--- config.mk ---
export PLATFORM = sky130hd
export DESIGN_NAME = fmpc_ctrl
export DESIGN_NICKNAME = d
export VERILOG_FILES = /design/src/fmpc_pkg.sv /design/src/fmpc_ctrl.sv
export SDC_FILE = /design/constraint.sdc
export NUM_CORES = 1
export LEC_CHECK = 0
export BUFFER_PORTS_ARGS = -buffer_cell sky130_fd_sc_hd__buf_2
export CORE_MARGIN = 2
export CORE_UTILIZATION = 35
export DETAILED_ROUTE_END_ITERATION = 10
export PLACE_DENSITY = 0.66
export REMOVE_ABC_BUFFERS = 1
export SETUP_SLACK_MARGIN = 0.4
export SYNTH_ARGS = -nofsm -noshare
export SYNTH_HDL_FRONTEND = slang
export SYNTH_SLANG_ARGS = --single-unit
--- constraint.sdc ---
create_clock -name clk -period 3.55 [get_ports clk]
set_input_delay 0.71 -clock clk [delete_from_list [all_inputs] [get_ports clk]]
set_output_delay 0.71 -clock clk [all_outputs]
set_load 0.01 [all_outputs]
--- src/fmpc_pkg.sv ---
// Shared types and constants for the first-match packet rule classifier.
`default_nettype none

package fmpc_pkg;

    // Default number of rule slots in the table.
    localparam int RULE_SLOTS_DEF = 64;

    // Fixed field widths.
    localparam int IP_W    = 32;
    localparam int PORT_W  = 16;
    localparam int WORD_W  = 32;
    localparam int PROTO_W = 8;
    localparam int HOOK_W  = 5;
    localparam int RIDX_W  = 6;
    localparam int MODE_W  = 2;
    localparam int VERD_W  = 2;

    // Protocol numbers that carry ports.
    localparam logic [PROTO_W-1:0] PROTO_TCP = 8'd6;
    localparam logic [PROTO_W-1:0] PROTO_UDP = 8'd17;

    // Item kinds.
    typedef enum logic [MODE_W-1:0] {
        MODE_WR_ADDR  = 2'd0,
        MODE_WR_RULE  = 2'd1,
        MODE_CLASSIFY = 2'd2,
        MODE_UNUSED   = 2'd3
    } mode_t;

    // Verdict codes.
    typedef enum logic [VERD_W-1:0] {
        VERD_NONE   = 2'd0,
        VERD_ACCEPT = 2'd1,
        VERD_DROP   = 2'd2,
        VERD_ACK    = 2'd3
    } verdict_t;

    // Controller states.
    typedef enum logic [1:0] {
        ST_CLEAR  = 2'd0,
        ST_IDLE   = 2'd1,
        ST_SCAN   = 2'd2,
        ST_RESULT = 2'd3
    } state_t;

    // Address half of a rule.
    typedef struct packed {
        logic [IP_W-1:0] src_addr;
        logic [IP_W-1:0] src_mask;
        logic [IP_W-1:0] dst_addr;
        logic [IP_W-1:0] dst_mask;
    } addr_row_t;

    // Port, protocol and action half of a rule.
    typedef struct packed {
        logic               valid;
        logic               accept;
        logic [HOOK_W-1:0]  hooks;
        logic [PROTO_W-1:0] proto;
        logic [WORD_W-1:0]  src_range;
        logic [WORD_W-1:0]  dst_range;
    } rule_row_t;

    // Commands from the controller to the datapath.
    typedef struct packed {
        logic clr_en;
        logic rd_en;
        logic eval_en;
        logic wr_addr_half;
        logic wr_rule_half;
        logic latch_pkt;
        logic res_ack;
        logic res_zero;
        logic load_out;
    } cmd_t;

    // Status from the datapath to the controller.
    typedef struct packed {
        logic hit;
        logic last;
    } status_t;

endpackage

`default_nettype wire

--- src/fmpc_ctrl.sv ---
// Controller state machine: table clearing, item decode, rule scan and result hand-off.
`default_nettype none

module fmpc_ctrl
    import fmpc_pkg::*;
#(
    parameter int RULE_SLOTS = RULE_SLOTS_DEF,
    parameter int IDX_W      = 6
)
(
    input  wire logic               clk,
    input  wire logic               rst_n,
    input  wire logic               in_valid,
    output logic                    in_ready,
    input  wire logic [MODE_W-1:0]  mode,
    output logic                    out_valid,
    input  wire logic               out_ready,
    input  wire status_t            status,
    output cmd_t                    cmd,
    output logic [IDX_W-1:0]        slot_addr
);

    localparam logic [IDX_W-1:0] LAST_IDX = IDX_W'(RULE_SLOTS - 1);

    state_t           state_reg;
    state_t           state_next;
    logic [IDX_W-1:0] cnt_reg;
    logic [IDX_W-1:0] cnt_next;
    logic             issued_all_reg;
    logic             issued_all_next;
    logic             out_valid_reg;
    logic             out_valid_next;
    logic             accept;
    logic             out_free;
    mode_t            item_mode;

    assign item_mode = mode_t'(mode);
    assign accept    = in_valid && (state_reg == ST_IDLE);
    assign out_free  = !out_valid_reg || out_ready;

    // Next state.
    always_comb
    begin
        state_next = state_reg;
        case (state_reg)
            ST_CLEAR:
            begin
                if (cnt_reg == LAST_IDX)
                begin
                    state_next = ST_IDLE;
                end
            end
            ST_IDLE:
            begin
                if (in_valid)
                begin
                    state_next = (item_mode == MODE_CLASSIFY) ? ST_SCAN : ST_RESULT;
                end
            end
            ST_SCAN:
            begin
                if (status.hit || status.last)
                begin
                    state_next = ST_RESULT;
                end
            end
            ST_RESULT:
            begin
                if (out_free)
                begin
                    state_next = ST_IDLE;
                end
            end
            default:
            begin
                state_next = ST_IDLE;
            end
        endcase
    end

    // Commands to the datapath.
    always_comb
    begin
        cmd      = '0;
        in_ready = 1'b0;
        case (state_reg)
            ST_CLEAR:
            begin
                cmd.clr_en = 1'b1;
            end
            ST_IDLE:
            begin
                in_ready = 1'b1;
                if (in_valid)
                begin
                    case (item_mode)
                        MODE_WR_ADDR:
                        begin
                            cmd.wr_addr_half = 1'b1;
                            cmd.res_ack      = 1'b1;
                        end
                        MODE_WR_RULE:
                        begin
                            cmd.wr_rule_half = 1'b1;
                            cmd.res_ack      = 1'b1;
                        end
                        MODE_CLASSIFY:
                        begin
                            cmd.latch_pkt = 1'b1;
                            cmd.res_zero  = 1'b1;
                        end
                        default:
                        begin
                            cmd.res_zero = 1'b1;
                        end
                    endcase
                end
            end
            ST_SCAN:
            begin
                cmd.eval_en = 1'b1;
                cmd.rd_en   = !issued_all_reg && !status.hit;
            end
            ST_RESULT:
            begin
                cmd.load_out = out_free;
            end
            default:
            begin
                cmd = '0;
            end
        endcase
    end

    // Slot counter, scan progress and output valid.
    always_comb
    begin
        cnt_next        = cnt_reg;
        issued_all_next = issued_all_reg;
        if (state_reg == ST_CLEAR)
        begin
            cnt_next = cnt_reg + 1'b1;
        end
        else if (accept)
        begin
            cnt_next        = '0;
            issued_all_next = 1'b0;
        end
        else if (cmd.rd_en)
        begin
            cnt_next = cnt_reg + 1'b1;
            if (cnt_reg == LAST_IDX)
            begin
                issued_all_next = 1'b1;
            end
        end

        if (cmd.load_out)
        begin
            out_valid_next = 1'b1;
        end
        else if (out_ready)
        begin
            out_valid_next = 1'b0;
        end
        else
        begin
            out_valid_next = out_valid_reg;
        end
    end

    always_ff @(posedge clk or negedge rst_n)
    begin
        if (!rst_n)
        begin
            state_reg      <= ST_CLEAR;
            cnt_reg        <= '0;
            issued_all_reg <= 1'b0;
            out_valid_reg  <= 1'b0;
        end
        else
        begin
            state_reg      <= state_next;
            cnt_reg        <= cnt_next;
            issued_all_reg <= issued_all_next;
            out_valid_reg  <= out_valid_next;
        end
    end

    assign slot_addr = cnt_reg;
    assign out_valid = out_valid_reg;

`ifndef ASSERT_OFF
    // The clearing pass runs once after reset and never again.
    a_clear_once: assert property (@(posedge clk) disable iff (!rst_n)
        (state_reg != ST_CLEAR) |=> (state_reg != ST_CLEAR))
        else $error("rule table clearing re-entered");

    // A hit ends the scan at once.
    a_hit_ends_scan: assert property (@(posedge clk) disable iff (!rst_n)
        ((state_reg == ST_SCAN) && status.hit) |=> (state_reg == ST_RESULT))
        else $error("scan continued past the first hit");

    // A finished item with a free output slot is presented in the next cycle.
    a_result_presented: assert property (@(posedge clk) disable iff (!rst_n)
        ((state_reg == ST_RESULT) && !out_valid_reg) |=> out_valid_reg)
        else $error("result not presented");
`endif

endmodule

`default_nettype wire

### Word-level counts from Yosys, hierarchy flattened

Index checks and enable logic that the tools add are counted.

* register bits after elaboration: 10
* input bits: 8
* output and inout bits: 17
* word-level logic and storage cells: 57

* add/subtract/negate cells: 1
* equal/unequal tests: 10
* muxes and demuxes: 25
* bitwise logic cells: 1
* reduce and logical (&&, ||, !) cells: 16

Operator list (number)
* two-way mux 6 bit: 3
* two-way mux 1 bit: 14
* two-way mux 2 bit: 5
* two-way mux 5 bit: 2
* case mux 2 bit (4 select lines): 1
* adder 6 x 1 -> 6 bit, second input constant: 1
* == test 2 bit, second input constant: 3
* == test 6 bit, second input constant: 1
* inequality test 2 bit, second input constant: 3
* nonzero test 2 bit: 3
* == test 2 x 1 -> 1 bit, second input constant: 2
* logical NOT 2 bit: 2
* AND reduction 4 bit: 1
* logical NOT 1 bit: 3
* AND reduction 3 bit: 1
* nonzero test 3 bit: 1
* logical AND 1 bit: 2
* logical OR 1 bit: 2
* inequality test 2 x 1 -> 1 bit, second input constant: 1
* OR reduction 2 bit: 1
* inverter 1 bit: 1

### Longest topological paths before layout

Gate-level depths: netlist of the first run.

* depth in word-level cells: 6
* mapped depth: 7
* depth with buffers taken out: 6

### Worst setup path before layout of the first run

Ideal clock, no wire load.

* path type: input-to-output
* start: input port status[1] (netlist name)
* end: output port cmd[7] (netlist name)
* arrival time: 1286 ps
* required time: 2840 ps
* setup slack: 1554 ps
* cell stages on the path: 3
* buffers on the path: 1
* cells stage by stage: or3b_1 buf_6 inv_1

RTL lines
* start, declared: line fmpc_ctrl.sv:18 `input wire status_t status,`
* end, declared: line fmpc_ctrl.sv:19 `output cmd_t cmd,`

==> results of run 1 <==
[cells in the final DEF (no fill, tap or decap)]
master / instances
a211oi_2: 1
inv_1: 5
clkbuf_4: 3
mux2i_1: 1
nand3b_1: 1
o21ai_1: 3
a21boi_1: 1
dfrtp_1: 10
nor2_1: 9
and2_1: 2
nand2b_1: 2
nor4_1: 1
mux2_1: 1
a21oi_1: 3
nand2_1: 6
or3b_1: 2
nor3_1: 2
o21ai_0: 1
buf_2: 24
o2111ai_1: 1
nand3_1: 4
ha_1: 5
and3b_1: 1
xnor2_1: 4
[routing by layer]
layer | up-vias | GRT usage (%)
met5 | - | 0
met4 | 0 | 6.857
met3 | 4 | 3.529
met2 | 12 | 20.00
met1 | 242 | 17.42
li1 | 279 | -
[cells by family after synthesis]
| group | Yosys count | share of synthesized area (%) |
|---|---|---|
| compound gates | 10 | 10.26 |
| xor+xnor | 4 | 5.633 |
| fa+ha+maj | 5 | 10.06 |
| buf+inv | 7 | 6.037 |
| flops | 10 | 40.24 |
| mux | 2 | 3.420 |
| simple gates | 30 | 24.35 |
[through the flow]
stage	setup slack [ps]	instances
finish	1149	110
global route	1019	110
CTS	1137	110
detailed placement	1342	107
global placement	1347	107
floorplan	1534	66
[cell type report]
class	count	area, sq um
timing repair buffer	24	120.1
tap	17	21.27
fill	166	922.1
multi-input combinational	51	334.1
clock buffer	3	22.52
inverter	5	18.77
sequential	10	250.2
[where the power goes]
| part | internal (mW) | switching, mW | leakage, nW |
|---|---|---|---|
| registers | 0.152 | 0.0336 | 0.128 |
| logic | 0.127 | 0.168 | 0.276 |
| clock network | 0.0391 | 0.0379 | 0.0138 |
[worst max-delay path by stage]
stage	startpoint	endpoint	slack, ps	cells past startpoint
2_1_floorplan	status[1]	cmd[7]	1530	2
3_3_place_gp	status[1]	cmd[7]	1350	4
3_5_place_dp	status[1]	cmd[7]	1340	4
4_1_cts	state_reg[0]	cmd[7]	1140	5
5_1_grt	state_reg[0]	cmd[7]	1020	5
6_report	state_reg[0]	cmd[7]	1150	5
==> reports/metrics.cfg, run 1 <==
[sta]
min_period_ps = 2401
final_max_slew_viol_count = 0
rsz0062_at_grt = no
tns_ps = 0
hold_violations = 0
fmax_mhz = 416.6
worstMarginPinSlew_ps = 506.8
skew_ps = 2.940
period_share_pct = 67.62
setup_viol = 0
slew_headroom_pct = 66.21
holdWs_ps = 292.4

[placement]
port_buffers = 24
dpl_cell_area_sq_um = 744.5
hpwlAfterDp_mm = 1.009
place_congestion = 0.8129

[routing]
wl_met3_um = 38
m1WireLength_um = 585
drtPass1Iterations = 4
drtIter0Drc = 10
antenna_left = 0
wl_met2_um = 608
viasPerCell = 4.882
routed_wl_mm = 1.254
dr.max_layer_used = met4
wl_per_cell_um = 11.40
post-route-drc-count = 0
vias = 537

[grt]
grt_pass1_vias = 454
antenna_found_initial = 0
grt_max_degree = 11
grt_pass1_wl_mm = 1.980
grt.overflow.total = 0
grt_use_total_pct = 13.34

[layout]
design_area_sq_um = 767.0
layout-drive-gt1-share_pct = 30.11
synthToLayoutAreaGrowth_pct = 23.34
antenna_cells = 0
fin_util_pct = 45.41
nNetsFinal = 108
largest_register_ffs = 6

[worst_setup_path]
crit_path_max_fanout = 9
cp.required_ps = 2840
path_cells = inv_1, ha_1, or3b_1, inv_1, buf_2
crit_type = flop to output pin
crit_top_cell = inv_1
rrSetupSlack_ps = 1760
max_stage_delay_ps = 500
worstReg2RegEnd = slot_addr[5]
reg2reg_from = state_reg[0]
critPathLaunchType = flop
cp_slowest_cell = or3b_1
cp_data_arrival_time_ps = 1690
ff2ff_path_depth = 6
crit_family = simple AND/OR/NAND/NOR gates
critical_path.endpoint_type = output pin
critPathBufInv = 3

[floorplan]
core.rowCount = 15
core_area_sq_mm = 0.001689
dieArea_sq_mm = 0.002130
fp.dieW_um = 46.15
die_y_um = 46.15
io_pins = 25
start_util_pct = 36.81

[synthesis]
yosysWarnings = 0
synth_ff_type = dfrtp_1
synth_edf_count = 0
synth_top_area_share_pct = 40.24
syn_area_sq_um = 621.8
synthArstFlopShare_pct = 100.0
syn-instance-count = 68
ys_types = 24
yosysTopAreaCell = dfrtp_1
synthTopCellsByArea = dfrtp_1 40%, ha_1 10%, xnor2_1 5.6%
yosysMostFrequentCell = dfrtp_1
synth-seq-cells = 10
ys_seq_area_share_pct = 40.24
synth.avg_cell_area_sq_um = 9.145
yosys-top-cells-count = 10 x dfrtp_1, 9 x nor2_1, 6 x nand2_1

[clock_network]
cts_buffer_depth = 2
cts_tree = done
cts-root-buf = clkbuf_4
cts_resized = 0
htree_levels = 1
cts_setup_buffers = 0
cts.clk_slew.worst_paths_ps = 60
clk_latency_ps = 260
hold_buffers = 0
cts_sinks = 10
cts_buffers = 3

[power_and_ir_drop]
leakage_nw = 0.4173
p_total_mw = 0.5567
powerDensity_mw_per_mm2 = 725.8
vdd_drop_max_mv = 0.2656

[worst_hold_path]
hp-class = input port to asynchronous set/reset pin

[outcome]
outcome = completed

[flow_run]
max-cap-violations = 0

No activity file was read; power rests on OpenSTA's default activity.
==> inputs of run 2 (changes only) <==
- ABC_AREA: not set -> 1
- PLACE_DENSITY: 0.66 -> 0.68
- clock period: 3.55 -> 1.9 ns (I/O delays scaled with it)
==> reports/metrics.cfg, run 2 <==
[sta]
min_period_ps = 1632
period_share_pct = 85.87
tns_ps = 0  ; unchanged
setup_viol = 0  ; unchanged
slew_headroom_pct = 84.84  ; +19 points
skew_ps = 4.991  ; +2.050 ps
fmax_mhz = 612.9
hold_violations = 0  ; unchanged
worstMarginPinSlew_ps = 227.3  ; -279.5 ps
rsz0062_at_grt = yes
final_max_slew_viol_count = 0  ; unchanged
layout_setup_ws_ps = 268.4  ; -881.0 ps

[layout]
synthToLayoutAreaGrowth_pct = 45.27
register_area_sq_um = 252.7  ; +1.0%
layout-drive-gt1-share_pct = 41.94  ; +12 points
fillers = 189  ; +14%
final_common_cell = buf_2
largest_register_ffs = 6  ; unchanged
final_cell_mix = 23 x buf_2, 18 x nand2_1, 12 x inv_1
antenna_cells = 0  ; unchanged
multi_input_area_sq_um = 396.6  ; +19%
design_area_sq_um = 959.7  ; +25%
nNetsFinal = 139  ; +29%

[synthesis]
syn-instance-count = 90  ; +32%
syn_area_sq_um = 660.6  ; +6.2%
synth_ff_type = dfrtp_1
ys_types = 16  ; -33%
yosysMostFrequentCell = nand2_1
synth.area.mux_share_pct = 0  ; -3.4 points
yosys-top-cells-count = 19 x nand2_1, 15 x inv_1, 12 x nand3_1
synthAdderAreaFrac_pct = 9.470  ; -0.59 points
yosysTopAreaCell = dfrtp_1
synth-seq-cells = 10  ; unchanged
ys_seq_area_share_pct = 37.88  ; -2.4 points
synth_top_family_by_area = simple AND/OR/NAND/NOR gates
synth_edf_count = 0  ; unchanged
synth-simple-area-share_pct = 32.77  ; +8.4 points
synthTopCellsByArea = dfrtp_1 38%, nand2_1 11%, ha_1 9.5%
synth_top_area_share_pct = 37.88  ; -2.4 points
synth_xor_area_share_pct = 0  ; -5.6 points
synth-compound-area-share_pct = 8.523  ; -1.7 points
yosysWarnings = 0  ; unchanged
synthArstFlopShare_pct = 100.0  ; unchanged
synth.avg_cell_area_sq_um = 7.340  ; -20%

[placement]
dpl_worst_slack_ps = 373.0  ; -969.1 ps
hpwlAfterDp_mm = 1.196  ; +19%
dpl_cell_area_sq_um = 793.3  ; +6.6%
port_buffers = 24  ; unchanged
place_congestion = 0.6991  ; -14%

[grt]
grt_use_total_pct = 16.88  ; +3.5 points
antenna_found_initial = 0  ; unchanged
grt_pass1_vias = 632  ; +39%
grt_pass1_wl_mm = 2.594  ; +31%
grt_max_degree = 12  ; +1
grt.overflow.total = 0  ; unchanged

[routing]
routed_wl_mm = 1.725  ; +38%
wl_per_cell_um = 11.58  ; +1.6%
vias = 694  ; +29%
antenna_left = 0  ; unchanged
drtPass1Iterations = 4  ; unchanged
post-route-drc-count = 0  ; unchanged
drtIter0Drc = 5  ; -5
viasPerCell = 4.658  ; -4.6%

[clock_network]
htree_levels = 1  ; unchanged
clk_latency_ps = 260  ; about the same
cts_sinks = 10  ; unchanged
cts_buffer_depth = 2  ; unchanged
cts-root-buf = clkbuf_4
cts_buffers = 3  ; unchanged
cts_tree = done
cts.clk_slew.worst_paths_ps = 60  ; about the same

[flow_run]
max-cap-violations = 0  ; unchanged

[floorplan]
fp.dieW_um = 47.45  ; +2.8%
core.rowCount = 15  ; unchanged
dieArea_sq_mm = 0.002251  ; +5.7%
io_pins = 25  ; unchanged
start_util_pct = 37.85  ; +1.0 points
core_area_sq_mm = 0.001745  ; +3.3%
die_y_um = 47.45  ; +2.8%

[worst_hold_path]
holdPathStages = 4
hp-class = input port to flop

[worst_setup_path]
cp.required_ps = 1520  ; -1320 ps
cp_data_arrival_time_ps = 1250  ; -440 ps
ff2ff_path_depth = 8  ; +2
max_stage_delay_ps = 450  ; -50 ps
cp_slowest_cell = dfrtp_2
critical_path.endpoint_type = output pin
crit_path_max_fanout = 4  ; -5
crit_type = flop to output pin
path_cells = inv_2, ha_2, nand2_2, inv_1, buf_2
critPathLaunchType = flop

[outcome]
outcome = completed

[power_and_ir_drop]
powerDensity_mw_per_mm2 = 1503  ; +110%
leakage_nw = 0.5474  ; +31%
vdd_drop_max_mv = 0.7211  ; +170%

-- run 2: cell types whose count changed in the layout (fill, tap and decap cells not counted), sizes merged, moves of 4 or more --
cell   previous run  this run
buf              24        32
inv               5        15
nand2             6        20
nand3             4        13
xnor2             4         0
-- run 2: cells by family after synthesis --
kind of cell    count (synthesis)
flops                          10
simple gates                   48
fa+ha+maj                       5
buf+inv                        17
compound gates                 10
-- run 2: stage by stage --
stage          utilization [%]  cells  hold WS, ps  total power, mW
2_1_floorplan                -     88        84.41           0.8277
3_3_place_gp             45.45    137        254.4            1.017
3_5_place_dp             45.45    137        256.3            1.055
4_1_cts                  53.12    147        381.8            1.365
5_1_grt                  54.98    149        422.4            1.574
6_report                 54.98    149        391.6            1.443
-- run 2: critical path, delay by kind of cell (launching register included) --
kind          cells  cell delay (ps)
buf+inv           3              260
flops             1              450
fa+ha+maj         1              190
simple gates      1               90
-- run 2: cell type report --
type	count	area share (%)
clock buffer	3	2.347
tap	25	3.259
multi-input combinational	63	41.33
sequential	10	26.34
timing repair buffer	33	20.86
inverter	15	5.867
-- run 2: where the power goes --
group,internal (mW),switching (mW),total (mW),leakage [nW]
clock network,0.0729,0.0665,0.139,0.0138
logic,0.408,0.495,0.903,0.407
registers,0.302,0.0980,0.400,0.127
total,0.784,0.659,1.44,0.547
-- run 2: what timing repair did --
action                                  CTS  global route
buffers inserted                          6             2
pin swaps                                 0             2
endpoints found under the setup margin   10            19
hold endpoints to repair                 10             0
gates cloned                              0             0
hold buffers                              1             0
gates resized for setup                  14             5
-- run 2: path summary, 6_finish.rpt --
| check | start | end | slack, ps |
|---|---|---|---|
| worst max-delay path | state_reg[0] | cmd[7] | 270 |
| worst min-delay path | out_ready | out_valid | 390 |
| worst max register to register | state_reg[0] | state_reg[0] | 400 |
| worst min register to register | state_reg[1] | state_reg[1] | 530 |
| max in group asynchronous | rst_n | state_reg[1] | 1190 |
| min in group asynchronous | rst_n | issued_all_reg | 500 |
-- run 2: routing by layer --
layer	vias to the layer above	GRT usage [%]	routed length [um]
met1	307	20.94	733
li1	358	-	-
met2	25	27.03	876
met3	4	1.509	80
met5	-	0	0
met4	0	12.78	36
